## src/hdl/rbbp_ram.sv

```systemverilog
// generic single-port-write, registered-read ram
`default_nettype none
module rbbp_ram #(
  parameter int unsigned WIDTH = 8,
  parameter int unsigned DEPTH = 32,
  localparam int unsigned AW = $clog2(DEPTH)
) (
  input  wire logic             clk,
  input  wire logic             wr_en,
  input  wire logic [AW-1:0]    wr_addr,
  input  wire logic [WIDTH-1:0] wr_data,
  input  wire logic             rd_en,
  input  wire logic [AW-1:0]    rd_addr,
  output logic      [WIDTH-1:0] rd_data
);

  logic [WIDTH-1:0] mem [DEPTH];

  always_ff @(posedge clk) begin
    if (wr_en) begin
      mem[wr_addr] <= wr_data;
    end
    if (rd_en) begin
      rd_data <= mem[rd_addr];
    end
  end

endmodule
`default_nettype wire

```

## config.mk

```make
export PLATFORM = sky130hd
export DESIGN_NAME = rbbp_ram
export DESIGN_NICKNAME = d
export VERILOG_FILES = /design/src/hdl/rbbp_ram.sv
export SDC_FILE = /design/constraint.sdc
export NUM_CORES = 1
export LEC_CHECK = 0
export ABC_AREA = 0
export ABC_CLOCK_PERIOD_IN_PS = 5200
export BUFFER_PORTS_ARGS = -buffer_cell sky130_fd_sc_hd__buf_4
export CELL_PAD_IN_SITES_DETAIL_PLACEMENT = 1
export CELL_PAD_IN_SITES_GLOBAL_PLACEMENT = 2
export CORE_MARGIN = 1
export CORE_UTILIZATION = 39
export CTS_CLUSTER_SIZE = 20
export DETAILED_ROUTE_END_ITERATION = 8
export HOLD_SLACK_MARGIN = 0.08
export PLACE_DENSITY = 0.74
export SYNTH_ARGS = -nofsm -noshare
export SYNTH_HDL_FRONTEND = slang
export SYNTH_SLANG_ARGS = --single-unit
```

## constraint.sdc

```tcl
create_clock -name clk -period 5.2 [get_ports clk]
set_input_delay 1.3 -clock clk [delete_from_list [all_inputs] [get_ports clk]]
set_output_delay 1.3 -clock clk [all_outputs]
set_load 0.01 [all_outputs]
```

Word-level counts from Yosys, hierarchy flattened

Memories as Yosys holds them, arrays and structs flattened. A register that Yosys moved wholly into a read port is not among the register bits.
Index checks and enable logic that the tools add are counted.

Output and inout bits: 8
Flip-flop bits (word level): 0
Bits of input ports: 21
Bits in writable memories: 256
Memories kept: 1
ROM bits: 0
Bits in latches: 0

Memory list:

| name | depth | width | read ports | clocked after memory_dff | write ports | RTL line | RTL |
|---|---|---|---|---|---|---|---|
| mem  | 32    | 8     | 1          | 1                        | 1           | 17       | `logic [WIDTH-1:0] mem [DEPTH];` |

Multipliers: 0
Reductions and logical operators: 0
Bitwise logic cells: 0
Mux-type cells: 2
Divide/modulo/power cells: 0
Eq/ne operators: 0
Shift operators: 0
Magnitude comparators: 0
$add $sub $neg: 0

Operators by type and width:

| kind   | number |
|---|---|
| $mux 1 | 2 |

Logic depth before layout (Yosys ltp)

Gate-level depths: netlist of the first run.

Depth in word-level cells: 2
Gate-level depth with buffers: 5
Depth with buffers taken out: 3

Worst setup path after synthesis of the first run

OpenSTA, ideal clock, no wires.

Kind: input port to flip-flop
Start point: input rd_addr[2]
End point: register rd_data[0] (read register of mem) (data pin)
Data required time: 4.940 ns
Setup time: 0.260 ns
Slack: 1.958 ns
Path buffers: 2
Cell stages on the path: 5
Data arrival time: 2.982 ns
Cell sequence: clkbuf_1 > clkbuf_1 > mux4_2 > mux4_2 > mux2_2

RTL lines:

| element         | RTL line | RTL |
|---|---|---|
| start, declared | 13       | `input wire logic [AW-1:0] rd_addr,` |
| end, declared   | 14       | `output logic [WIDTH-1:0] rd_data` |

==> flow_metrics.py, run 1 <==
metrics = {
    "clocking": {
        "cts-buffers-inserted": 25,
        "ctsResizeCount": 0,
        "clk_path_buf_depth": 3,
        "root_buffer": "clkbuf_16",
        "cts.hold.buffers_added": 0,
        "clock-sinks": 264,
        "clk_latency_ps": 510,
        "postCtsSetupBuffers": 0,
        "cts_tree": "done",
        "clk_pin_slew_ps": 60,
        "ctsHtreeMaxLevel": 1,
    },
    "logic_synthesis": {
        "syn_inst": 417,
        "yosysTopAreaCell": "edfxtp_1",
        "yosys_warnings": 0,
        "yosysSeqAreaShare_pct": 78.2,
        "syn_area_um2": 10100,
        "syn_nets": 438,
        "synthTopCellsByArea": "edfxtp_1 (78%), mux4_2 (18%), nor2_1 (1.2%)",
        "yosys.cell_types.count": 14,
        "avgSynthCellArea_um2": 24.3,
        "synth_top_area_share_pct": 78.2,
        "synth-seq-cells": 264,
    },
    "drt": {
        "vias": 4465,
        "viasPerCell": 5.57,
        "drc_errors": 0,
        "dr.pass1.iters": 4,
        "antenna_left": 0,
        "drtIter0Drc": 429,
        "wl_per_cell_um": 27.8,
        "routed_wl_mm": 22.3,
    },
    "worst_setup_path": {
        "crit_path_start": "rd_addr[2]",
        "r2r_cells": 3,
        "cp-start-kind": "primary input",
        "crit_type": "in -> reg",
        "critPathMostFrequentCell": "mux4_2",
        "cp_num_buf_inv": 1,
        "end_kind": "flip-flop",
        "crit_path_top_delay_cell": "buf_4",
        "regToRegStartpoint": "mem[10][4]$_DFFE_PP_",
        "reg2reg_setup_slack_ps": 3250,
        "r2r_end": "rd_data[4]$_DFFE_PP_",
        "cp.required_ps": 5450,
        "critPathTopFamily": "multiplexers",
        "path_max_fanout": 64,
        "crit_arrival_ps": 3340,
        "path_cells": "buf_4 -> mux4_2 -> mux4_2 -> mux2_2",
        "critPathMaxStageDelay_ps": 690,
    },
    "grt": {
        "antenna_found_initial": 0,
        "grt_max_degree": 65,
        "grt_pass1_vias": 4801,
        "grtUsageTotal_pct": 17.5,
        "grt_first_pass_wirelength_mm": 33.0,
        "grt_overflow": 0,
    },
    "run": {
        "maxCapViolCount": 0,
    },
    "power": {
        "p_per_area_nw_per_um2": 386,
        "p_leak_nw": 3.52,
        "vdd_ir_drop_max_uv": 190,
    },
    "sta": {
        "hold_viol_final": 0,
        "finalClockSkew_ps": 11.2,
        "tightest_slew_ps": 1180,
        "setup_viol": 0,
        "fin_crit_ps": 3080,
        "fin_tns_setup_ps": 0,
        "whs_ps": 996,
        "relSlewSlack_pct": 21.1,
        "finalCritPeriodShare_pct": 59.3,
        "max_clock_freq_mhz": 324,
        "drv_slew": 0,
        "grt_setup_unrepaired": "no",
    },
    "min_path": {
        "holdCritStartpoint": "mem[18][7]$_DFFE_PP_",
        "hold_class": "reg -> reg",
        "holdPathEnd": "rd_data[7]$_DFFE_PP_",
        "hold_path_depth": 3,
    },
    "placement": {
        "dpl.hpwl_mm": 13.6,
        "io_buffers": 28,
        "gp_congestion": 0.740,
    },
    "status": {
        "status": "completed",
    },
    "floorplan": {
        "io-pin-count": 29,
        "die_area_um2": 26600,
        "rows": 58,
        "core_area_um2": 25300,
        "die_w_um": 163,
        "die_h_um": 163,
        "start_util_pct": 40.0,
    },
    "final_layout": {
        "final_layout_size_suffix_gt1_share_pct": 33.3,
        "num_antenna_cells": 0,
        "fill_cells": 2250,
        "final_common_cell": "edfxtp_1",
        "final_cell_mix": "edfxtp_1 (264), mux4_2 (80), nor2_1 (33)",
        "fin_nets": 475,
        "area_delta_synth_final_pct": 13.5,
    },
}
[sequential cells by signal (all words and copies together) (netlist names)]
| register | cells |
|---|---|
| mem | 256 |
| rd_data | 8 |
[layer usage]
| metal | vias to the layer above | global-route usage (%) | share of wire [%] |
|---|---|---|---|
| met5 | - | 0 | 0 |
| met4 | 0 | 3.91 | 1.3 |
| met3 | 25 | 2.36 | 5.2 |
| met2 | 141 | 28.8 | 50 |
| met1 | 2445 | 24.8 | 44 |
| li1 | 1854 | - | - |
[how the worst max path moves through the flow]
stage,cells after the start,to,slack [ps]
floorplan,5,rd_data[0]$_DFFE_PP_,1960
global placement,4,rd_data[4]$_DFFE_PP_,1570
detailed placement,4,rd_data[4]$_DFFE_PP_,1580
CTS,4,rd_data[7]$_DFFE_PP_,2110
global route,4,rd_data[7]$_DFFE_PP_,2070
finish,4,rd_data[1]$_DFFE_PP_,2120
[per-stage QoR]
stage | util [%] | area, µm² | power, mW | cells | setup slack, ps
floorplan | - | 10100 | 2.56 | 417 | 1960
global placement | 42.2 | 10700 | 2.65 | 757 | 1570
detailed placement | 42.2 | 10700 | 2.66 | 757 | 1580
CTS | 45.4 | 11500 | 4.47 | 802 | 2110
global route | 45.4 | 11500 | 4.55 | 802 | 2070
finish | 45.4 | 11500 | 4.44 | 802 | 2120
[worst reg2reg max path: cells and delay by family (launching register included)]
| family | cells | cell delay [ps] |
|---|---|---|
| flops | 1 | 370 |
| mux | 3 | 1330 |
[layout make-up]
type	instances	area, µm²	area share, %
clock inverters	16	179	1.56
well taps	330	413	3.59
repair buffers	30	238	2.07
flip-flops and latches	264	7930	69.0
clock buffers	29	641	5.57
multi-input cells	133	2100	18.3
[logic make-up (layout without fill, tap and decap cells)]
logic type / Yosys count / after routing / synth area share [%]
buffers and inverters: 20 / 75 / 1.05
and+or+nand+nor: 45 / 45 / 2.05
muxes: 88 / 88 / 18.7
DFF: 264 / 264 / 78.2
[power breakdown]
part           total [mW]  internal (mW)  leakage, nW  switching [mW]
combinational       0.224         0.0999        0.742           0.124
sequential           2.39           2.37         2.38          0.0103
clock                1.83           1.08        0.397           0.749
total                4.44           3.55         3.52           0.884
[synth_stat cells]
cell,number
clkbuf_1,6
or3b_2,3
mux2_2,8
or3_1,1
edfxtp_1,264
nand3_1,2
buf_4,6
buf_1,6
mux4_2,80
nand3b_1,5
nand2_1,1
nor2_1,33
buf_2,1
buf_6,1
Power figures use the tool's default switching activity.
==> inputs of run 2 (changes only) <==
Settings changed: ABC_CLOCK_PERIOD_IN_PS 5200 to 2800, PLACE_DENSITY 0.74 to 0.76.
Clock period 5.2 ns to 2.8 ns, I/O delays scaled along.
==> flow_metrics.py, run 2 (same netlist as run 1, synthesis figures left out) <==
metrics = {
    "power": {
        "vdd_ir_drop_max_uv": 357,
        "clkPwrFrac_pct": 43.7,
        "swShare_pct": 20.0,
        "comb_power_share_pct": 5.1,
        "p_per_area_nw_per_um2": 724,
        "power.internal_mw": 6.93,
        "pwr-share-seq_pct": 51.1,
        "p_sw_mw": 1.74,
        "p_leak_nw": 3.81,
    },
    "drt": {
        "wl_per_cell_um": 27.0,
        "viasPerCell": 5.44,
        "vias": 4588,
        "routed_wl_mm": 22.8,
        "antenna_left": 0,
        "drtIter0Drc": 434,
        "drc_errors": 0,
        "dr.pass1.iters": 4,
    },
    "sta": {
        "fin_tns_setup_ps": 0,
        "hold_viol_final": 0,
        "max_clock_freq_mhz": 432,
        "finalClockSkew_ps": 20.6,
        "drv_slew": 0,
        "fin_crit_ps": 2310,
        "layout_setup_ws_ps": 487,
        "finalCritPeriodShare_pct": 82.6,
        "tightest_slew_ps": 570,
        "relSlewSlack_pct": 61.9,
        "grt_setup_unrepaired": "no",
        "setup_viol": 0,
    },
    "final_layout": {
        "fill_cells": 2231,
        "area_delta_synth_final_pct": 18.1,
        "final_cell_mix": "edfxtp_1 (264), mux4_2 (80), buf_4 (65)",
        "reg.largest.list": "mem x256, rd_data x8",
        "top_register": "mem",
        "fin_nets": 516,
        "largest_register_ffs": 256,
        "final_layout_size_suffix_gt1_share_pct": 39.5,
        "num_antenna_cells": 0,
        "final_common_cell": "edfxtp_1",
    },
    "floorplan": {
        "start_util_pct": 40.0,
        "core_area_um2": 25300,
        "die_h_um": 163,
        "rows": 58,
        "io-pin-count": 29,
        "die_area_um2": 26600,
        "die_w_um": 163,
    },
    "grt": {
        "grt_first_pass_wirelength_mm": 34.4,
        "grt_pass1_vias": 5122,
        "grt_overflow": 0,
        "grtUsageTotal_pct": 18.1,
        "grt_max_degree": 43,
        "grtUsageMet1_pct": 24.8,
        "met2_usage_pct": 30.0,
        "antenna_found_initial": 0,
        "gr-usage-met3_pct": 2.87,
        "busiest_layer": "met2",
    },
    "placement": {
        "gp_congestion": 0.758,
        "dp_slack_ps": -44.5,
        "dpl.hpwl_mm": 14.5,
        "io_buffers": 28,
    },
    "worst_setup_path": {
        "path_max_fanout": 22,
        "crit_type": "in -> reg",
        "crit_arrival_ps": 2590,
        "reg2reg_setup_slack_ps": 820,
        "end_kind": "flip-flop",
        "regToRegStartpoint": "mem[2][1]$_DFFE_PP_",
        "cp.required_ps": 3080,
        "r2r_cells": 3,
        "crit_end": "rd_data[1]$_DFFE_PP_",
        "crit_path_start": "rd_addr[0]",
        "cp-start-kind": "primary input",
        "r2r_end": "rd_data[1]$_DFFE_PP_",
    },
    "clocking": {
        "postCtsSetupBuffers": 0,
        "cts_tree": "done",
        "ctsHtreeMaxLevel": 1,
        "cts.hold.buffers_added": 0,
        "clk_path_buf_depth": 3,
        "clk_pin_slew_ps": 70,
        "clock-sinks": 264,
        "root_buffer": "clkbuf_16",
        "ctsResizeCount": 0,
        "cts-buffers-inserted": 26,
        "clk_latency_ps": 520,
    },
    "min_path": {
        "hold_class": "in -> reg",
    },
    "status": {
        "status": "completed",
    },
    "run": {
        "maxCapViolCount": 0,
    },
}
==> run 2: layout make-up <==
type                    instances  area (µm²)  share of cell area [%]
multi-input cells             133        2100                    17.5
clock inverters                19         260                    2.17
clock buffers                  28         679                    5.68
well taps                     330         413                    3.45
repair buffers                 70         588                    4.91
flip-flops and latches        264        7930                    66.2
==> run 2: power groups by stage <==
stage	registers (mW)	logic [mW]	clock network [mW]
final	4.43	0.446	3.79
after global routing	4.44	0.477	4.00
after CTS	4.43	0.456	3.87
after detailed placement	4.52	0.451	0
after global placement	4.51	0.434	0
after floorplan	4.51	0.234	0
==> run 2: metrics by stage <==
| stage | std cells | hold WS [ps] | total power [mW] | cell area, µm² | util [%] |
|---|---|---|---|---|---|
| 2_1_floorplan | 417 | 799 | 4.75 | 10100 | - |
| 3_3_place_gp | 797 | 959 | 4.95 | 11000 | 43.5 |
| 3_5_place_dp | 797 | 971 | 4.97 | 11000 | 43.5 |
| 4_1_cts | 844 | 498 | 8.76 | 12000 | 47.3 |
| 5_1_grt | 844 | 508 | 8.91 | 12000 | 47.3 |
| 6_report | 844 | 512 | 8.67 | 12000 | 47.3 |
==> run 2: metal layers <==
| layer | wire, µm | vias up |
|---|---|---|
| met4 | 556 | 0 |
| met5 | 0 | - |
| li1 | - | 1944 |
| met2 | 11400 | 149 |
| met1 | 9610 | 2466 |
| met3 | 1240 | 29 |
==> run 2: critical path, cell delays in order <==
cell and delay (ps):
buf_4 200, buf_12 240, mux4_2 560, mux4_2 560
mux2_2 300
==> run 2: worst min path at each step <==
stage / from / endpoint / slack [ps] / depth (start not counted)
final: rd_en / rd_data[0]$_DFFE_PP_ / 510 / 1
after global routing: rd_en / rd_data[0]$_DFFE_PP_ / 510 / 1
after CTS: rd_en / rd_data[1]$_DFFE_PP_ / 500 / 1
after detailed placement: mem[22][5]$_DFFE_PP_ / rd_data[5]$_DFFE_PP_ / 970 / 3
after global placement: mem[23][5]$_DFFE_PP_ / rd_data[5]$_DFFE_PP_ / 960 / 3
after floorplan: wr_data[0] / mem[0][0]$_DFFE_PP_ / 800 / 0
