--- config.mk ---
export PLATFORM = sky130hd
export DESIGN_NAME = rbbp_stack
export DESIGN_NICKNAME = d
export VERILOG_FILES = /design/src/hdl/rbbp_pkg.sv /design/src/hdl/rbbp_ram.sv /design/src/hdl/rbbp_stack.sv
export SDC_FILE = /design/constraint.sdc
export NUM_CORES = 1
export LEC_CHECK = 0
export BUFFER_PORTS_ARGS = -buffer_cell sky130_fd_sc_hd__buf_4
export CAP_MARGIN = 25
export CORE_AREA = 2 2 155 157
export CTS_CLUSTER_SIZE = 24
export DETAILED_ROUTE_END_ITERATION = 10
export DIE_AREA = 0 0 157 159
export HOLD_SLACK_MARGIN = 0.02
export PLACE_DENSITY = 0.53
export REMOVE_ABC_BUFFERS = 1
export SLEW_MARGIN = 5
export SYNTH_ARGS = -nofsm -noshare
export SYNTH_HDL_FRONTEND = slang
export SYNTH_SLANG_ARGS = --single-unit
--- constraint.sdc ---
create_clock -name clk -period 4.3 [get_ports clk]
set_input_delay 1.075 -clock clk [delete_from_list [all_inputs] [get_ports clk]]
set_output_delay 1.075 -clock clk [all_outputs]
set_load 0.03 [all_outputs]
--- src/hdl/rbbp_pkg.sv ---
// shared types and constants of the refcounted block buffer pool
`default_nettype none
package rbbp_pkg;

  localparam int unsigned REF_BITS = 10;
  localparam logic [REF_BITS-1:0] REF_MAX = {REF_BITS{1'b1}};

  typedef enum logic {
    OP_REQUEST = 1'b0,
    OP_FREE    = 1'b1
  } op_t;

  typedef enum logic [1:0] {
    STAT_OK       = 2'd0,
    STAT_NO_MACRO = 2'd1,
    STAT_NO_DESC  = 2'd2
  } status_t;

  typedef struct packed {
    logic rd;
    logic pop;
    logic push;
  } stk_cmd_t;

  typedef struct packed {
    logic empty;
    logic full;
  } stk_stat_t;

endpackage
`default_nettype wire

--- src/hdl/rbbp_ram.sv ---
// generic single-port-write, registered-read ram
`default_nettype none
module rbbp_ram #(
  parameter int unsigned WIDTH = 8,
  parameter int unsigned DEPTH = 32,
  localparam int unsigned AW = $clog2(DEPTH)
) (
  input  wire logic             clk,
  input  wire logic             wr_en,
  input  wire logic [AW-1:0]    wr_addr,
  input  wire logic [WIDTH-1:0] wr_data,
  input  wire logic             rd_en,
  input  wire logic [AW-1:0]    rd_addr,
  output logic      [WIDTH-1:0] rd_data
);

  logic [WIDTH-1:0] mem [DEPTH];

  always_ff @(posedge clk) begin
    if (wr_en) begin
      mem[wr_addr] <= wr_data;
    end
    if (rd_en) begin
      rd_data <= mem[rd_addr];
    end
  end

endmodule
`default_nettype wire

--- src/hdl/rbbp_stack.sv ---
// free-id stack in ram, preloaded contents tracked by a low-water mark
`default_nettype none
module rbbp_stack
  import rbbp_pkg::*;
#(
  parameter int unsigned DEPTH = 32,
  localparam int unsigned AW = $clog2(DEPTH)
) (
  input  wire logic          clk,
  input  wire logic          rst_n,
  input  wire stk_cmd_t      cmd,
  input  wire logic [AW-1:0] push_data,
  output logic      [AW-1:0] top_data,
  output stk_stat_t          stat
);

  localparam int unsigned CW = $clog2(DEPTH + 1);
  localparam logic [CW-1:0] FULL = CW'(DEPTH);

  logic [CW-1:0] count_r, count_nxt;
  logic [CW-1:0] low_r, low_nxt;
  logic [CW-1:0] count_dec;
  logic [AW-1:0] ram_q;

  assign count_dec = count_r - CW'(1);

  rbbp_ram #(
    .WIDTH (AW),
    .DEPTH (DEPTH)
  ) u_ram (
    .clk     (clk),
    .wr_en   (cmd.push),
    .wr_addr (count_r[AW-1:0]),
    .wr_data (push_data),
    .rd_en   (cmd.rd),
    .rd_addr (count_dec[AW-1:0]),
    .rd_data (ram_q)
  );

  // entries below the low-water mark still hold their preload value
  always_comb begin
    if (count_r > low_r) begin
      top_data = ram_q;
    end else begin
      top_data = AW'(FULL - count_r);
    end
  end

  assign stat.empty = (count_r == '0);
  assign stat.full  = (count_r == FULL);

  always_comb begin
    count_nxt = count_r;
    low_nxt   = low_r;
    if (cmd.pop) begin
      count_nxt = count_dec;
      if (count_dec < low_r) begin
        low_nxt = count_dec;
      end
    end else if (cmd.push) begin
      count_nxt = count_r + CW'(1);
    end
  end

  always_ff @(posedge clk) begin
    if (!rst_n) begin
      count_r <= FULL;
      low_r   <= FULL;
    end else begin
      count_r <= count_nxt;
      low_r   <= low_nxt;
    end
  end

endmodule
`default_nettype wire
## Yosys cells after proc, flatten, opt, wreduce, memory -nomap -nowiden

Memory sizes are Yosys's and may differ from the RTL's. A register that Yosys moved wholly into a read port is not among the register bits.
Cells that the tools add are included.

| cells by class | value |
|---|---|
| add/subtract/negate cells | 3 |
| order comparisons | 2 |
| eq/ne operators | 1 |
| muxes and demuxes | 5 |
| reductions and logical operators | 3 |

Operators with widths:

| cell | count |
|---|---|
| $mux 6 | 2 |
| $add 6x1->6 const B | 1 |
| $eq 6x6->1 const B | 1 |
| $gt 6x6->1 | 1 |
| $logic_not 6->1 | 1 |
| $lt 6x6->1 | 1 |
| $sub 6x1->6 const B | 1 |
| $mux 5 | 1 |
| $sub 1x5->5 const A | 1 |
| $mux 1 | 2 |
| $reduce_and 2->1 | 1 |
| $reduce_bool 2->1 | 1 |

| word-level totals | value |
|---|---|
| bits in registers | 12 |
| memory bits (writable) | 160 |
| bits of input ports | 10 |
| output and inout port bits | 7 |
| word-level logic and storage cells | 17 |
| memories kept | 1 |

Memory list:

| memory | depth | width | rd ports | clocked after Yosys merged registers in | write ports | RTL line | text |
|---|---|---|---|---|---|---|---|
| u_ram.mem | 32 | 5 | 1 | 1 | 1 | rbbp_ram.sv:17 | `logic [WIDTH-1:0] mem [DEPTH];` |

## Longest topological paths before layout

Gate-level depths: netlist of run 1.

| logic depth | value |
|---|---|
| word-level depth | 3 |
| gate-level depth with buffers | 14 |
| depth with buffers taken out | 9 |

## Cells and area by module

From an unflattened synthesis of run 1, not the netlist that was laid out.

| second synthesis, totals | value |
|---|---|
| cells, all modules | 399 |
| area, all modules | 7410.9 um^2 |

By module, submodules not included:

| module | times used | cells each | area each (um^2) | seq. area each (um^2) |
|---|---|---|---|---|
| rbbp_ram | 1 | 277 | 6394.9 | 4954.8 |
| rbbp_stack | 1 | 122 | 1016.0 | 240.2 |

## Worst setup path after synthesis of run 1

OpenSTA, ideal clock, no wires.

| path | value |
|---|---|
| path kind | flip-flop to output port |
| start point | register count_r[0] |
| end point | output top_data[3] |
| arrival time | 2.232 ns |
| data required time | 3.225 ns |
| path slack | 0.993 ns |
| cell stages (with the launch flop) | 11 |
| buffers on the path | 3 |
| path through | dfxtp_1 -> buf_6 -> buf_2 -> inv_1 -> buf_2 -> ha_1 -> nor2b_1 -> o21a_1 -> o21bai_1 -> a21o_1 -> a21oi_1 |

| on the way | value |
|---|---|
| cells in the longest elaborated chain, start to end | 2 |
| elaborated cells between the ends (all ways) | 3 |
| classes of those cells | add/sub: 1; order compare: 1; mux: 1 |

RTL lines:

| item | RTL line | text |
|---|---|---|
| from (decl) | rbbp_stack.sv:20 | `logic [CW-1:0] count_r, count_nxt;` |
| from (signal assigned) | rbbp_stack.sv:70 | `count_r <= count_nxt;` |
| $sub 1x5->5 / $gt 6x6->1 (equally long branches) | rbbp_stack.sv:45, rbbp_stack.sv:42 |  |
| $mux 5 (*) | rbbp_stack.sv:42 | `if (count_r > low_r) begin` |
| to (decl) | rbbp_stack.sv:13 | `output logic [AW-1:0] top_data,` |

Every way passes the cells marked *; elsewhere a longest branch is shown, timed or not.

## Worst setup path in the final report of run 1

| path | value |
|---|---|
| start point | register count_r[1] |
| end point | output top_data[2] |

The elaborated chain is that of the path after synthesis.

==> impl_metrics.py, run 1 <==
metrics = {
    "floorplanning": {
        "dieArea_um2": 25000,
        "rows": 56,
        "core_um2": 23200,
        "start_util_pct": 32.8,
        "io_pins": 17,
        "chipHeight_um": 159,
        "die_w_um": 157,
    },
    "detailed_routing": {
        "drcViolationCount": 0,
        "wl_per_cell_um": 20.1,
        "via_per_inst": 4.86,
        "dr_total_vias": 3827,
        "ant_nets": 0,
        "drtIter0Drc": 298,
        "dr.pass1.iters": 4,
        "wirelength_um": 15800,
    },
    "worst_hold_path": {
        "hold_class": "flop to flop",
        "worstHoldPathCells": 2,
        "min-delay-start": "low_r[5]$_SDFFE_PN1P_",
    },
    "global_route": {
        "grt_pass1_wl_um": 24600,
        "grt_max_degree": 35,
        "antenna_found_initial": 0,
        "grt_pass1_vias": 4014,
        "grt_usage_pct": 13.6,
        "grt_overflow_total": 0,
    },
    "cts": {
        "ctsResizeCount": 0,
        "cts_hold_buf": 0,
        "path_clk_slew_ps": 70,
        "cts_buffers": 17,
        "cts_tree": "built",
        "cts-root-buf": "clkbuf_16",
        "clk_latency_ps": 430,
        "cts.sinks": 177,
        "cts_buffer_depth": 2,
        "h-tree-depth": 4,
        "cts_setup_buffers": 0,
    },
    "sta": {
        "timing.final.crit_share_pct": 87.0,
        "tightestPinTransition_ps": 893,
        "grt_setup_unrepaired": "false",
        "max_freq_mhz": 267,
        "setup_viol": 0,
        "fin_crit_ps": 3740,
        "report.final.slew_viol_count": 0,
        "finClkSkew_ps": 9.06,
        "slew_headroom_pct": 40.0,
        "setup-tns-final_ps": 0,
        "hold_violations": 0,
    },
    "setup_path": {
        "critPathLaunchType": "flop",
        "arrival_ps": 2670,
        "reg2reg_depth": 8,
        "rrSetupSlack_ps": 1260,
        "critPathKind": "flop to output pin",
        "cp-end-kind": "output pin",
        "cp.required_ps": 3220,
        "path_cells": "ha_1, nor2b_1, o21a_1, o21bai_1, a21o_1, mux2_2, buf_4",
        "rr_startpoint": "count_r[1]$_SDFFE_PN0P_",
        "startpoint": "count_r[1]$_SDFFE_PN0P_",
        "cp_max_fo": 10,
        "slowest_stage": "dfxtp_1",
        "slowest_delay_ps": 560,
    },
    "final_layout": {
        "layout_common_cells": "edfxtp_1, nor2_1, mux4_2",
        "stdcell_count": 787,
        "layout-drive-gt1-share_pct": 22.6,
        "multi_input_area_um2": 2230,
        "antennaDiodeCount": 0,
        "register_area_um2": 5200,
        "final_cell_area_um2": 8550,
        "syn_to_final_growth_pct": 12.4,
        "num-fill-cells": 2141,
        "nNetsFinal": 483,
        "final_common_cell": "edfxtp_1",
    },
    "placement": {
        "dp.cells": 756,
        "dpl.hpwl_um": 10400,
        "numPortBuffers": 16,
        "gp_congestion": 0.742,
        "placedInstanceArea_um2": 8030,
    },
    "synthesis": {
        "ys_seq_area_share_pct": 68.3,
        "ys.flop_type": "edfxtp_1",
        "synth_area_leader_cell": "edfxtp_1",
        "synthCells": 437,
        "yosys_register_bits": 177,
        "yosys.area.top_type_share_pct": 65.1,
        "synth_area_per_cell_um2": 17.4,
        "synthDistinctLibCells": 44,
        "yosysWarningCount": 0,
        "async_reset_ff_share_pct": 0,
        "syn_area_um2": 7610,
        "synth_enable_flop_cells": 165,
        "synth.area.top_cells": "edfxtp_1, mux4_2, dfxtp_1, ha_1, mux2_2",
    },
    "power": {
        "leakage_nw": 2.78,
        "ir_worst_vdd_v": 0.000304,
        "power_density_nw_per_um2": 539,
    },
    "run_status": {
        "status": "completed",
    },
    "job": {
        "cap_violations": 0,
    },
}
## area by class of cell
type / instances / area share, %
Clock buffer: 18 / 5.02
Clock inverter: 13 / 1.04
Inverter: 11 / 0.483
Multi-Input combinational cell: 227 / 26.0
Tap cell: 319 / 4.67
Timing Repair Buffer: 22 / 1.93
Sequential cell: 177 / 60.8
## path summary, 6_finish.rpt
kind                                              endpoint
worst max-delay path                           top_data[2]
worst min-delay path                 low_r[5]$_SDFFE_PN1P_
worst max register to register  u_ram.rd_data[1]$_DFFE_PP_
worst min register to register       low_r[5]$_SDFFE_PN1P_
## worst max-delay path, delay by kind of cell, from the launching register on
kind,cells,cell delay [ps]
AOI/OAI and AO/OA,3,680
adders and majority gates,1,310
buffers and inverters,1,170
DFF,1,560
muxes,1,390
and+or+nand+nor,1,130
## where the power goes
part | internal [mW] | switching (mW)
registers | 1.97 | 0.0497
clock network | 0.736 | 0.646
logic | 0.506 | 0.695
total | 3.21 | 1.39
## metrics by stage
stage                     utilization [%]  power [mW]  setup slack, ps  hold slack, ps
after floorplan                         -        2.89             21.5             444
after global placement               34.6        3.25             1080             461
after detailed placement             34.6        3.27             1010             482
after CTS                            36.8        4.65              536             514
after global routing                 36.8        4.82              419             553
final                                36.8        4.60              558             519
## cells in the mapped netlist, types with 2 or more instances
master      n
a211oi_1    6
a21o_1      4
a21oi_1     3
a221oi_2    2
a32o_1      5
and2_1      2
buf_2       6
buf_4       4
buf_6       3
clkbuf_1    7
dfxtp_1    12
edfxtp_1  165
ha_1       17
inv_1      10
mux2_2     14
mux2i_1     8
mux4_1      5
mux4_2     35
nand2_1    25
nand2b_1    2
nand3_1     6
nor2_1     39
nor2b_1     4
nor3_1     15
nor3_2      2
nor3b_1     2
o21bai_1    2
o22ai_1     7
xnor2_1     7
xor2_1      4
## registers in the layout (all words and copies together), names as in the netlist
register / cells
u_ram.rd_data: 5
count_r: 6
u_ram.mem: 160
low_r: 6
## metal layers
| layer | vias to the layer above | wire length [um] | global-route usage [%] |
|---|---|---|---|
| met1 | 1984 | 7360 | 19.2 |
| met2 | 61 | 7510 | 20.9 |
| met3 | 15 | 773 | 3.29 |
| met4 | 0 | 203 | 4.09 |
| li1 | 1767 | - | - |
| met5 | - | 0 | 0 |
## cell families (layout without fill, tap and decap cells)
group                      Yosys count  after routing  synth area share (%)
buffers and inverters               33             64                  2.43
AOI/OAI and AO/OA                   34             34                  3.54
and+or+nand+nor                    102            102                  6.09
adders and majority gates           17             17                  2.80
muxes                               62             62                  15.2
xor gates and xnor gates            12             12                  1.63
DFF                                177            177                  68.3
No activity file was read; power rests on OpenSTA's default activity.
==> inputs of run 2 (changes only) <==
Settings changed: ABC_AREA from default to 1, CORE_AREA 2 2 155 157 to 2 2 163 165, DIE_AREA 0 0 157 159 to 0 0 165 167.
==> impl_metrics.py, run 2 <==
metrics = {
    "detailed_routing": {
        "drtIter0Drc": 542,
        "ant_nets": 0,
        "via_per_inst": 4.59,
        "wl_met3_um": 794,
        "top_layer": "met4",
        "drcViolationCount": 0,
        "dr.pass1.iters": 5,
        "wirelength_um": 19400,
        "route.met2.wl_um": 9560,
        "dr_total_vias": 5590,
        "wirelength_met1_um": 8860,
        "wl_per_cell_um": 15.9,
    },
    "sta": {
        "slew_headroom_pct": 51.0,
        "max_freq_mhz": 284,
        "report.final.slew_viol_count": 0,
        "timing.final.crit_share_pct": 82.0,
        "tightestPinTransition_ps": 735,
        "whs_ps": 479,
        "finClkSkew_ps": 11.8,
        "setup_viol": 0,
        "hold_violations": 0,
        "layout_setup_ws_ps": 775,
        "grt_setup_unrepaired": "false",
        "fin_crit_ps": 3530,
    },
    "cts": {
        "cts_tree": "built",
        "cts_buffers": 17,
        "cts_hold_buf": 0,
        "cts_setup_buffers": 0,
        "clk_latency_ps": 440,
        "cts-root-buf": "clkbuf_16",
        "h-tree-depth": 4,
        "ctsResizeCount": 0,
        "cts.sinks": 177,
        "path_clk_slew_ps": 70,
        "cts_buffer_depth": 2,
    },
    "synthesis": {
        "synth.most_common_cell": "nand2_1",
        "ys_seq_area_share_pct": 62.1,
        "ys.flop_type": "edfxtp_1",
        "synth_area_per_cell_um2": 9.66,
        "synthCells": 866,
        "synth_commonest_cells": "nand2_1, edfxtp_1, inv_1",
        "syn_area_um2": 8370,
        "yosys_register_bits": 177,
        "synthDistinctLibCells": 32,
        "yosys.area.top_type_share_pct": 59.2,
        "synth.area.top_cells": "edfxtp_1, nand2_1, nand3_1, inv_1, dfxtp_1",
        "yosysWarningCount": 0,
        "async_reset_ff_share_pct": 0,
        "synth_enable_flop_cells": 165,
        "synth_area_leader_cell": "edfxtp_1",
    },
    "final_layout": {
        "final_common_cell": "nand2_1",
        "layout-drive-gt1-share_pct": 7.59,
        "final_cell_area_um2": 9320,
        "largest_reg_flops": 160,
        "syn_to_final_growth_pct": 11.3,
        "multi_input_area_um2": 2370,
        "register_area_um2": 5200,
        "layout_common_cells": "nand2_1, edfxtp_1, inv_1",
        "nNetsFinal": 897,
        "top_register": "u_ram.mem",
        "antennaDiodeCount": 0,
        "reg.largest.list": "u_ram.mem x160, count_r x6, low_r x6",
        "num-fill-cells": 2554,
    },
    "worst_hold_path": {
        "min-delay-start": "low_r[5]$_SDFFE_PN1P_",
        "min_to": "low_r[5]$_SDFFE_PN1P_",
        "hold_class": "flop to flop",
        "worstHoldPathCells": 2,
    },
    "placement": {
        "placedInstanceArea_um2": 8720,
        "dpl.hpwl_um": 12100,
        "pre_cts_ws_ps": 1260,
        "numPortBuffers": 16,
        "gp_congestion": 0.811,
    },
    "global_route": {
        "grt_usage_pct": 14.7,
        "grt_max_degree": 95,
        "grt_pass1_wl_um": 30300,
        "antenna_found_initial": 0,
        "grt_pass1_vias": 5360,
        "grt_overflow_total": 0,
    },
    "job": {
        "cap_violations": 0,
    },
    "floorplanning": {
        "io_pins": 17,
        "dieArea_um2": 27600,
        "rows": 59,
        "start_util_pct": 32.5,
        "die_w_um": 165,
        "core_um2": 25800,
        "chipHeight_um": 167,
    },
    "setup_path": {
        "rr_startpoint": "count_r[1]$_SDFFE_PN0P_",
        "critPathLaunchType": "flop",
        "reg2reg_depth": 10,
        "r2r-end": "u_ram.rd_data[4]$_DFFE_PP_",
        "cp.required_ps": 3220,
        "critPathKind": "flop to output pin",
        "cp_max_fo": 13,
        "rrSetupSlack_ps": 1520,
        "cp-end-kind": "output pin",
        "arrival_ps": 2450,
    },
    "power": {
        "leakage_nw": 3.96,
        "power_density_nw_per_um2": 506,
        "ir_worst_vdd_v": 0.000434,
    },
    "run_status": {
        "status": "completed",
    },
}
run 2: critical path: stages (launching register included):
cell,delay (ps)
dfxtp_1,640
ha_1,250
nand2_1,50
nor2_1,110
o21ai_0,100
o211ai_1,200
nand2_1,280
nand2_1,110
nand2_1,90
buf_4,180
run 2: worst max path at each step:
| stage | startpoint | endpoint | slack (ps) | cells past startpoint |
|---|---|---|---|---|
| after detailed placement | count_r[3]$_SDFFE_PN0P_ | top_data[2] | 1260 | 9 |
| after global placement | count_r[3]$_SDFFE_PN0P_ | top_data[2] | 1280 | 9 |
| after global routing | count_r[3]$_SDFFE_PN0P_ | top_data[4] | 540 | 9 |
| after floorplan | count_r[0]$_SDFFE_PN0P_ | low_r[0]$_SDFFE_PN0P_ | -1470 | 11 |
| final | count_r[3]$_SDFFE_PN0P_ | top_data[2] | 770 | 9 |
| after CTS | count_r[3]$_SDFFE_PN0P_ | top_data[2] | 770 | 9 |
run 2: metal layers:
layer  GRT usage (%)  vias up
met4            4.27        0
met2            24.0      111
met5               0        -
met1            19.9     2659
li1                -     2805
met3            2.69       15
run 2: logic make-up (layout without fill, tap and decap cells):
group | Yosys count | in the layout | synth area share, %
AOI/OAI and AO/OA | 27 | 27 | 1.85
xor gates and xnor gates | 6 | 6 | 1.26
adders and majority gates | 17 | 17 | 2.54
buffers and inverters | 186 | 203 | 9.57
DFF | 177 | 177 | 62.1
and+or+nand+nor | 453 | 453 | 22.7
run 2: power breakdown:
| part | leakage (nW) | switching (mW) | total, mW | internal (mW) |
|---|---|---|---|---|
| registers | 1.59 | 0.0322 | 1.99 | 1.96 |
| clock network | 0.273 | 0.709 | 1.53 | 0.820 |
| logic | 2.10 | 0.833 | 1.20 | 0.366 |
run 2: layout make-up:
type,instances,area share [%]
clock buffer,18,4.61
timing repair buffer,23,2.15
sequential,177,55.8
clock inverter,14,1.56
inverter,148,5.96
tap,335,4.50
multi-input combinational,503,25.5
run 2: per-stage QoR:
step	total power, mW	instances	setup TNS [ps]	util (%)
floorplan	2.80	828	-18990	-
finish	4.72	1218	0	36.2
detailed placement	3.23	1185	0	33.8
CTS	4.75	1217	0	36.1
global placement	3.21	1184	0	33.8
global route	4.95	1218	0	36.2
